==> src/rtl/mbm_pkg.sv <==
package mbm_pkg;

  // input item codes
  localparam logic [1:0] REQ_READ  = 2'd0;
  localparam logic [1:0] REQ_WRITE = 2'd1;
  localparam logic [1:0] REQ_BYTE  = 2'd2;
  localparam logic [1:0] REQ_TICK  = 2'd3;

  // result kinds
  localparam logic [1:0] KIND_TX     = 2'd0;
  localparam logic [1:0] KIND_WORD   = 2'd1;
  localparam logic [1:0] KIND_STATUS = 2'd2;

  // status codes
  localparam logic [2:0] STAT_OK      = 3'd0;
  localparam logic [2:0] STAT_TIMEOUT = 3'd1;
  localparam logic [2:0] STAT_CRC     = 3'd2;
  localparam logic [2:0] STAT_EXC     = 3'd3;
  localparam logic [2:0] STAT_FRAME   = 3'd4;

  localparam logic [7:0]  FUNC_READ     = 8'h03;
  localparam logic [7:0]  FUNC_WRITE    = 8'h06;
  localparam logic [7:0]  EXC_MASK      = 8'h80;
  localparam logic [15:0] CRC_INIT      = 16'hFFFF;
  localparam logic [15:0] CRC_POLY      = 16'hA001;
  localparam logic [15:0] TIMEOUT_RST   = 16'd1000;
  localparam logic [7:0]  EXC_LEN       = 8'd5;
  localparam logic [7:0]  READ_HDR_LEN  = 8'd5;
  localparam logic [7:0]  WRITE_LEN     = 8'd8;
  localparam logic [7:0]  FUNC_IDX      = 8'd1;
  localparam logic [7:0]  DATA_IDX      = 8'd3;

  typedef enum logic [1:0] {
    ST_IDLE,
    ST_TX,
    ST_WORDS
  } ctl_state_e;

  typedef enum logic [1:0] {
    PH_IDLE,
    PH_READ,
    PH_WRITE
  } phase_e;

  typedef struct packed {
    logic [1:0]  req_type;
    logic [7:0]  slave_addr;
    logic [15:0] reg_addr;
    logic [15:0] count_or_value;
    logic [7:0]  rx_byte;
  } in_item_t;

  typedef struct packed {
    logic [1:0]  kind;
    logic [7:0]  tx_byte;
    logic [15:0] reg_word;
    logic [2:0]  status;
    logic        last;
  } out_item_t;

  // one transmit beat offered by the frame emitter
  typedef struct packed {
    logic       valid;
    logic [7:0] data;
    logic       last;
  } tx_beat_t;

  // CRC-16, reflected, one byte
  function automatic logic [15:0] crc_feed(input logic [15:0] crc, input logic [7:0] b);
    logic [15:0] c;
    c = crc ^ {8'h00, b};
    for (int k = 0; k < 8; k++) begin
      if (c[0]) begin
        c = (c >> 1) ^ CRC_POLY;
      end else begin
        c = c >> 1;
      end
    end
    return c;
  endfunction

  function automatic out_item_t mk_status(input logic [2:0] st);
    out_item_t o;
    o.kind     = KIND_STATUS;
    o.tx_byte  = 8'h00;
    o.reg_word = 16'h0000;
    o.status   = st;
    o.last     = 1'b1;
    return o;
  endfunction

endpackage

==> src/rtl/mbm_ram.sv <==
module mbm_ram #(
  parameter int WIDTH = 16,
  parameter int DEPTH = 64,
  parameter int AW    = (DEPTH > 1) ? $clog2(DEPTH) : 1
) (
  input  logic             clk_i,
  input  logic             we_i,
  input  logic [AW-1:0]    waddr_i,
  input  logic [WIDTH-1:0] wdata_i,
  input  logic [AW-1:0]    raddr_i,
  output logic [WIDTH-1:0] rdata_o
);

  logic [WIDTH-1:0] mem_q [DEPTH];
  logic [WIDTH-1:0] rdata_q;

  always_ff @(posedge clk_i) begin
    if (we_i) begin
      mem_q[waddr_i] <= wdata_i;
    end
    rdata_q <= mem_q[raddr_i];
  end

  assign rdata_o = rdata_q;

endmodule

==> src/rtl/mbm_frame_tx.sv <==
module mbm_frame_tx (
  input  logic              clk_i,
  input  logic              rst_ni,
  input  logic              start_i,
  input  mbm_pkg::in_item_t req_i,
  input  logic              adv_i,
  output mbm_pkg::tx_beat_t beat_o
);
  import mbm_pkg::*;

  logic        busy_q, busy_d;
  logic [2:0]  idx_q, idx_d;
  logic [15:0] crc_q, crc_d;
  logic [7:0]  func_q, addr_q;
  logic [15:0] reg_q, cv_q;
  logic [7:0]  byte_sel;

  always_comb begin
    unique case (idx_q)
      3'd0:    byte_sel = addr_q;
      3'd1:    byte_sel = func_q;
      3'd2:    byte_sel = reg_q[15:8];
      3'd3:    byte_sel = reg_q[7:0];
      3'd4:    byte_sel = cv_q[15:8];
      3'd5:    byte_sel = cv_q[7:0];
      3'd6:    byte_sel = crc_q[7:0];
      default: byte_sel = crc_q[15:8];
    endcase
  end

  always_comb begin
    busy_d = busy_q;
    idx_d  = idx_q;
    crc_d  = crc_q;
    if (start_i) begin
      busy_d = 1'b1;
      idx_d  = 3'd0;
      crc_d  = CRC_INIT;
    end else if (busy_q && adv_i) begin
      idx_d = idx_q + 3'd1;
      // CRC covers the six header bytes only
      if (idx_q < 3'd6) begin
        crc_d = crc_feed(crc_q, byte_sel);
      end
      if (idx_q == 3'd7) begin
        busy_d = 1'b0;
      end
    end
  end

  always_ff @(posedge clk_i or negedge rst_ni) begin
    if (!rst_ni) begin
      busy_q <= 1'b0;
      idx_q  <= 3'd0;
    end else begin
      busy_q <= busy_d;
      idx_q  <= idx_d;
    end
  end

  always_ff @(posedge clk_i) begin
    crc_q <= crc_d;
    if (start_i) begin
      func_q <= (req_i.req_type == REQ_READ) ? FUNC_READ : FUNC_WRITE;
      addr_q <= req_i.slave_addr;
      reg_q  <= req_i.reg_addr;
      cv_q   <= req_i.count_or_value;
    end
  end

  assign beat_o.valid = busy_q;
  assign beat_o.data  = byte_sel;
  assign beat_o.last  = (idx_q == 3'd7);

endmodule

==> src/rtl/modbus_rtu_master_frame_engine_top.sv <==
// Channel  Dir  Handshake              Payload
// in       in   in_valid_i/in_stall_o    mbm_pkg::in_item_t  (request, rx byte, tick)
// out      out  out_valid_o/out_stall_i  mbm_pkg::out_item_t (tx byte, word, status)
// cfg      in   cfg_we_i                 cfg_wdata_i = timeout_ticks
//
// Received bytes and ticks are taken while idle and when the result register is free.
// A request is accepted, then eight frame beats follow, one per cycle while the output
// is not stalled, as set by the single result register; the CRC folds in each header
// byte as it leaves. A good read reply ends with its words from the word RAM, one beat
// per cycle while the output is not stalled. Reset is asynchronous and clears control
// state only; the word RAM is not cleared. A stalled result holds the input side.
module modbus_rtu_master_frame_engine_top #(
  parameter int MAX_WORDS = 64
) (
  input  logic               clk_i,
  input  logic               rst_ni,
  input  logic               in_valid_i,
  output logic               in_stall_o,
  input  mbm_pkg::in_item_t  in_data_i,
  output logic               out_valid_o,
  input  logic               out_stall_i,
  output mbm_pkg::out_item_t out_data_o,
  input  logic               cfg_we_i,
  input  logic [15:0]        cfg_wdata_i
);
  import mbm_pkg::*;

  localparam int AW  = (MAX_WORDS > 1) ? $clog2(MAX_WORDS) : 1;
  localparam int WCW = $clog2(MAX_WORDS + 1);

  ctl_state_e  state_q, state_d;
  phase_e      phase_q, phase_d;
  logic [7:0]  rx_cnt_q, rx_cnt_d;
  logic [7:0]  exp_len_q, exp_len_d;
  logic [15:0] crc_q, crc_d;
  logic [15:0] tick_q, tick_d;
  logic [WCW-1:0] wcnt_q, wcnt_d;
  logic [7:0]  hold_q, hold_d;
  logic [AW-1:0] rd_ptr_q, rd_ptr_d;
  logic [15:0] timeout_q;

  logic        out_valid_q;
  out_item_t   out_data_q;
  out_item_t   out_next;
  logic        out_load;
  logic        out_free;
  logic        in_acc;

  logic        tx_start;
  tx_beat_t    tx_beat;
  logic        go_tx, go_words, tx_done, words_done;

  logic        ram_we;
  logic [15:0] ram_wdata;
  logic [15:0] ram_rdata;

  // scratch for the received-byte, tick and word paths
  logic [15:0] crc_new;
  logic [7:0]  exp_new;
  logic [8:0]  rx_inc;
  logic [15:0] tick_inc;
  logic        words_last;

  assign out_free   = !out_valid_q || !out_stall_i;
  assign in_stall_o = (state_q != ST_IDLE) || !out_free;
  assign in_acc     = in_valid_i && !in_stall_o;

  assign crc_new  = crc_feed(crc_q, in_data_i.rx_byte);
  assign rx_inc   = {1'b0, rx_cnt_q} + 9'd1;
  assign tick_inc = tick_q + 16'd1;
  // exception flag on the function byte shortens the reply to five bytes
  assign exp_new  = (rx_cnt_q == FUNC_IDX && (in_data_i.rx_byte & EXC_MASK) != 8'h00)
                    ? EXC_LEN : exp_len_q;
  assign words_last = (WCW'(rd_ptr_q) + WCW'(1)) == wcnt_q;

  // next state
  always_comb begin
    state_d = state_q;
    unique case (state_q)
      ST_IDLE: begin
        if (go_tx) begin
          state_d = ST_TX;
        end else if (go_words) begin
          state_d = ST_WORDS;
        end
      end
      ST_TX: begin
        if (tx_done) begin
          state_d = ST_IDLE;
        end
      end
      ST_WORDS: begin
        if (words_done) begin
          state_d = ST_IDLE;
        end
      end
      default: state_d = ST_IDLE;
    endcase
  end

  // datapath and results
  always_comb begin
    phase_d    = phase_q;
    rx_cnt_d   = rx_cnt_q;
    exp_len_d  = exp_len_q;
    crc_d      = crc_q;
    tick_d     = tick_q;
    wcnt_d     = wcnt_q;
    hold_d     = hold_q;
    rd_ptr_d   = rd_ptr_q;
    out_load   = 1'b0;
    out_next   = mk_status(STAT_OK);
    tx_start   = 1'b0;
    go_tx      = 1'b0;
    go_words   = 1'b0;
    tx_done    = 1'b0;
    words_done = 1'b0;
    ram_we     = 1'b0;
    ram_wdata  = {hold_q, in_data_i.rx_byte};

    unique case (state_q)
      ST_IDLE: begin
        if (in_acc) begin
          unique case (in_data_i.req_type)
            REQ_READ, REQ_WRITE: begin
              // a new request drops any pending one
              phase_d = PH_IDLE;
              if (in_data_i.req_type == REQ_READ &&
                  (in_data_i.count_or_value == 16'd0 ||
                   in_data_i.count_or_value > 16'(MAX_WORDS))) begin
                out_load = 1'b1;
                out_next = mk_status(STAT_FRAME);
              end else begin
                tx_start  = 1'b1;
                go_tx     = 1'b1;
                phase_d   = (in_data_i.req_type == REQ_READ) ? PH_READ : PH_WRITE;
                rx_cnt_d  = 8'd0;
                exp_len_d = (in_data_i.req_type == REQ_READ)
                            ? READ_HDR_LEN + {in_data_i.count_or_value[6:0], 1'b0}
                            : WRITE_LEN;
                crc_d     = CRC_INIT;
                tick_d    = 16'd0;
                wcnt_d    = '0;
                hold_d    = 8'h00;
              end
            end
            REQ_TICK: begin
              if (phase_q != PH_IDLE) begin
                tick_d = tick_inc;
                if (tick_inc >= timeout_q) begin
                  phase_d  = PH_IDLE;
                  out_load = 1'b1;
                  out_next = mk_status(STAT_TIMEOUT);
                end
              end
            end
            default: begin
              if (phase_q != PH_IDLE) begin
                crc_d     = crc_new;
                rx_cnt_d  = rx_inc[7:0];
                exp_len_d = exp_new;
                // data bytes: odd index holds the high byte, even index stores the word
                if (phase_q == PH_READ && rx_cnt_q >= DATA_IDX &&
                    ({1'b0, rx_cnt_q} + 9'd2) < {1'b0, exp_new}) begin
                  if (rx_cnt_q[0]) begin
                    hold_d = in_data_i.rx_byte;
                  end else if (wcnt_q < WCW'(MAX_WORDS)) begin
                    ram_we = 1'b1;
                    wcnt_d = wcnt_q + WCW'(1);
                  end
                end
                if (rx_inc >= {1'b0, exp_new}) begin
                  phase_d = PH_IDLE;
                  priority if (crc_new != 16'h0000) begin
                    out_load = 1'b1;
                    out_next = mk_status(STAT_CRC);
                  end else if (exp_new == EXC_LEN) begin
                    out_load = 1'b1;
                    out_next = mk_status(STAT_EXC);
                  end else if (phase_q == PH_WRITE || wcnt_q == '0) begin
                    out_load = 1'b1;
                    out_next = mk_status(STAT_OK);
                  end else begin
                    go_words = 1'b1;
                    rd_ptr_d = '0;
                  end
                end
              end
            end
          endcase
        end
      end
      ST_TX: begin
        if (tx_beat.valid && out_free) begin
          out_load         = 1'b1;
          out_next.kind    = KIND_TX;
          out_next.tx_byte = tx_beat.data;
          out_next.status  = STAT_OK;
          out_next.last    = tx_beat.last;
          tx_done          = tx_beat.last;
        end
      end
      ST_WORDS: begin
        if (out_free) begin
          out_load          = 1'b1;
          out_next.kind     = KIND_WORD;
          out_next.reg_word = ram_rdata;
          out_next.status   = STAT_OK;
          out_next.last     = words_last;
          if (words_last) begin
            words_done = 1'b1;
          end else begin
            rd_ptr_d = rd_ptr_q + AW'(1);
          end
        end
      end
      default: ;
    endcase
  end

  always_ff @(posedge clk_i or negedge rst_ni) begin
    if (!rst_ni) begin
      state_q     <= ST_IDLE;
      phase_q     <= PH_IDLE;
      rx_cnt_q    <= 8'd0;
      exp_len_q   <= 8'd0;
      crc_q       <= CRC_INIT;
      tick_q      <= 16'd0;
      wcnt_q      <= '0;
      hold_q      <= 8'h00;
      rd_ptr_q    <= '0;
      timeout_q   <= TIMEOUT_RST;
      out_valid_q <= 1'b0;
    end else begin
      state_q   <= state_d;
      phase_q   <= phase_d;
      rx_cnt_q  <= rx_cnt_d;
      exp_len_q <= exp_len_d;
      crc_q     <= crc_d;
      tick_q    <= tick_d;
      wcnt_q    <= wcnt_d;
      hold_q    <= hold_d;
      rd_ptr_q  <= rd_ptr_d;
      if (cfg_we_i) begin
        timeout_q <= cfg_wdata_i;
      end
      if (out_free) begin
        out_valid_q <= out_load;
      end
    end
  end

  // result register: load only into a free slot
  always_ff @(posedge clk_i) begin
    if (out_load) begin
      out_data_q <= out_next;
    end
  end

  mbm_frame_tx u_tx (
    .clk_i   (clk_i),
    .rst_ni  (rst_ni),
    .start_i (tx_start),
    .req_i   (in_data_i),
    .adv_i   (out_free && (state_q == ST_TX)),
    .beat_o  (tx_beat)
  );

  // word store: written at the word count, read at the next pointer so the
  // registered read lines up with rd_ptr_q
  mbm_ram #(
    .WIDTH (16),
    .DEPTH (MAX_WORDS),
    .AW    (AW)
  ) u_words (
    .clk_i   (clk_i),
    .we_i    (ram_we),
    .waddr_i (wcnt_q[AW-1:0]),
    .wdata_i (ram_wdata),
    .raddr_i (rd_ptr_d),
    .rdata_o (ram_rdata)
  );

  assign out_valid_o = out_valid_q;
  assign out_data_o  = out_data_q;

endmodule

==> config.mk <==
export PLATFORM = sky130hd
export DESIGN_NAME = modbus_rtu_master_frame_engine_top
export DESIGN_NICKNAME = d
export VERILOG_FILES = /design/src/rtl/mbm_pkg.sv /design/src/rtl/mbm_ram.sv /design/src/rtl/mbm_frame_tx.sv /design/src/rtl/modbus_rtu_master_frame_engine_top.sv
export SDC_FILE = /design/constraint.sdc
export NUM_CORES = 1
export LEC_CHECK = 0
export BUFFER_PORTS_ARGS = -buffer_cell sky130_fd_sc_hd__buf_2
export CAP_MARGIN = 5
export CORE_MARGIN = 8
export CORE_UTILIZATION = 60
export CTS_BUF_LIST = sky130_fd_sc_hd__clkbuf_16
export DETAILED_ROUTE_END_ITERATION = 8
export MAX_ROUTING_LAYER = met4
export PLACE_DENSITY_LB_ADDON = 0.08
export SYNTH_ARGS = -nofsm -noshare
export SYNTH_HDL_FRONTEND = slang
export SYNTH_SLANG_ARGS = --single-unit
==> constraint.sdc <==
create_clock -name clk_i -period 5.76 [get_ports clk_i]
set_clock_uncertainty 0.15 [all_clocks]
set_input_delay 0.288 -clock clk_i [delete_from_list [all_inputs] [get_ports clk_i]]
set_output_delay 0.288 -clock clk_i [all_outputs]
set_load 0.005 [all_outputs]
==> metrics <==
status finished, final reports clean; Placeable Area 0.08488 mm^2; grt total ovfl 0; critical setup path kind flop to flop; GPL Wtd Cong approximately 0.97; Hold Crit Class input pin to asynchronous set/reset pin; CTS tree yes; vias per cell about 6.5; number of synthesized flops with an enable pin between 1000 and 1500; Worst setup EP type flop; main flop type after synthesis edfxtp_1; die extent in x ~310 um; DR WL/cell 27.87 um; starting density of the core 0.6035; Syn Nets between 3000 and 4000; P_leak about 0.022 uW; part of the Yosys area used for sequential elements 0.7015; Final setup viols 0; r2r worst-path depth 18; WP data required 6170 ps; Worst-path clk slew roughly 60 ps; WP data arrival 6050 ps; Buf+Inv Stages, Crit Path 3; Synth top area share 0.6425; via count around 35000; setup ws final about 120 ps; Final Net Count about 4300; top area cells in the synthesized netlist edfxtp_1 (64%), nand2_1 (5.6%), dfrtp_1 (3.5%); GRT Util Overall 0.3207; Residual DRC 0; worst slack, placed -477.3 ps; Syn Area/Cell around 13 um^2; MaxCap Viol Count 0; clk_lat worst skew 740 ps; die height between 300 and 400 um; DRT iter0 DRCs ~4500; I/O pins ~100; crit-path max cell delay 640 ps; yosys warns 0; layout cells sized above 1 0.1496; post-route ant nets 0; synthesized flop and latch total 1222; asr flop ratio synth 0.07692; setup_tns 0 ps; Synth area leader edfxtp_1; critical path cell sequence xnor2_1 > xnor2_1 > xnor2_1 > xnor2_1 > ha_1 > or4b_1 > nor3_1 > o2111a_2 > nand3_2 > o31a_4 > a2111oi_4 > inv_2 > buf_4 > nor2_1 > buf_12 > o21ai_0 > a31oi_1 > nor4_1; fillers 5739; Max Clock Freq approximately 180 MHz; Die ar. 0.09497 mm^2; Num CTS Buffers approximately 120; largest net degree at the start of global routing between 70 and 80; vias in the first global route 34620; DR pass1 iterations 7; Critical Path Source Type flop; leading cell type in the layout, fill and taps excluded edfxtp_1; crit-path max FO 30; area grow syn2layout 15.79%; FF-to-FF setup slack 120 ps; Period Utilization, post-route 0.9796; clock root buffer clkbuf_16; Tightest Pin Transition about 1200 ps; H-tree Lvls 3; Worst path top cell family by delay compound AO/OA/AOI/OAI gates; Min Hold Slack ~22 ps; Slew Viols, Final 0; most frequent cells in the layout edfxtp_1 (1096), nand2_1 (768), nand3_1 (204); Hold Fails Final Rpt 0; Port Buffers a little over 100; Pwr Density 364.2 mW/mm^2; first-pass GRT wire length around 220 mm; Max stage delay cell, worst path a31oi_1; Worst path most repeated cell xnor2_1; DRT Wirelength 149.8 mm; initial antenna violation count 5; Rows ~110; worst vdd ir about 0.37 mV; Rel. slew slack 0.2245; Synth Instances 3843; Num Clock Sinks 1222; Tmin final 5642 ps; synthesized cell area approximately 0.051 mm^2; count of cell types in the netlist between 70 and 80; clk buf depth 3; DPL Wire Length 91.46 mm; critical path depth 18
metrics by stage:
step / area [um^2] / power, uW / std cells / utilization
2_1_floorplan: 51220 / 12540 / 3843 / -
3_3_place_gp: 54190 / 13750 / 5054 / 0.6384
3_5_place_dp: 54190 / 13800 / 5054 / 0.6384
4_1_cts: 59120 / 21550 / 5369 / 0.6965
5_1_grt: 59300 / 22270 / 5372 / 0.6987
6_report: 59310 / 21600 / 5374 / 0.6987
Yosys cell counts, types with 7 or more instances:
library cell / instances
and2_1: 19
and4_1: 18
nand3_1: 205
a32o_1: 19
edfxtp_1: 1096
and3_1: 70
dfxtp_1: 32
nor4_1: 51
inv_1: 39
a32oi_1: 20
nor3_1: 15
o21ai_0: 92
or3_1: 7
a21boi_0: 33
a31oi_1: 83
xnor2_1: 50
buf_1: 22
mux4_2: 30
dfrtp_1: 72
nor2_1: 136
a221oi_1: 57
a222oi_1: 21
a211oi_1: 16
mux2i_1: 92
clkbuf_1: 171
a22o_1: 27
o2111ai_1: 51
a21oi_1: 143
o211ai_1: 29
nand4_1: 68
o22ai_1: 18
mux2_2: 26
a21o_1: 15
buf_2: 47
xor2_1: 29
ha_1: 49
nand2_1: 770
dfstp_2: 22
registers in the layout, indices dropped and copies added, names as in the netlist, 8 cells and up:
register	count
exp_len_q	8
hold_q	8
u_tx.crc_q	16
u_tx.reg_q	16
u_tx.addr_q	8
crc_q	16
u_tx.cv_q	16
timeout_q	16
out_data_o	30
tick_q	16
u_words.mem_q	1024
rx_cnt_q	8
u_words.rdata_o	16
timing repair:
action / CTS / global route
gates resized for setup: 12 / 31
hold buffers: 97 / 0
hold endpoints to repair: 129 / 0
setup buffers: 3 / 1
pin swaps: 1 / 2
setup endpoints to repair: 13 / 16
per-layer routing:
layer,vias up,global-route usage,routed length [um]
met5,-,-,0
met4,0,0.1420,7161
met3,370,0.05992,16110
met2,2120,0.4920,69560
met1,17430,0.4210,56940
li1,15220,-,-
path summary, 6_finish.rpt:
check,from,end
worst max-delay path,crc_q[1]$_DFFE_PN1P_,u_words.rdata_o[2]$_DFF_P_
worst min-delay path,rst_ni,timeout_q[10]$_DFFE_PN0P_
worst max register to register,crc_q[1]$_DFFE_PN1P_,u_words.rdata_o[2]$_DFF_P_
worst min register to register,u_tx.crc_q[12]$_SDFFE_PP1P_,u_tx.crc_q[4]$_SDFFE_PP1P_
max in group asynchronous,rst_ni,rd_ptr_q[0]$_DFF_PN0_
min in group clk_i,in_data_i[4],crc_q[11]$_DFFE_PN1P_
cell type report:
cell class	count	area (um^2)	area share
antenna	4	10.01	0.0001688
clock buffer	119	2978	0.05021
clock inverter	96	894.6	0.01508
inverter	45	177.7	0.002996
multi-input combinational	2330	14400	0.2429
sequential	1222	35950	0.6061
tap	1144	1431	0.02414
timing repair buffer	414	3465	0.05842
worst register-to-register path, stage by stage (launching register included):
cell and delay [ps]:
dfstp_2 540, xnor2_1 190, xnor2_1 220, xnor2_1 140, xnor2_1 230, ha_1 180, or4b_1 440, nor3_1 170
o2111a_2 360, nand3_2 150, o31a_4 380, a2111oi_4 430, inv_2 140, buf_4 200, nor2_1 320, buf_12 240
o21ai_0 210, a31oi_1 640, nor4_1 150
cell families after synthesis:
kind of cell,synth area share
mux,0.03689
simple gates,0.1211
fa+ha+maj,0.01236
buf+inv,0.02299
xor+xnor,0.01351
flops,0.7015
compound gates,0.09165
power breakdown:
| part | internal [uW] | switching [uW] | total, uW |
|---|---|---|---|
| logic | 1380 | 2200 | 3580 |
| registers | 10000 | 259 | 10300 |
| clock network | 4420 | 3350 | 7770 |
Power figures use the tool's default switching activity.
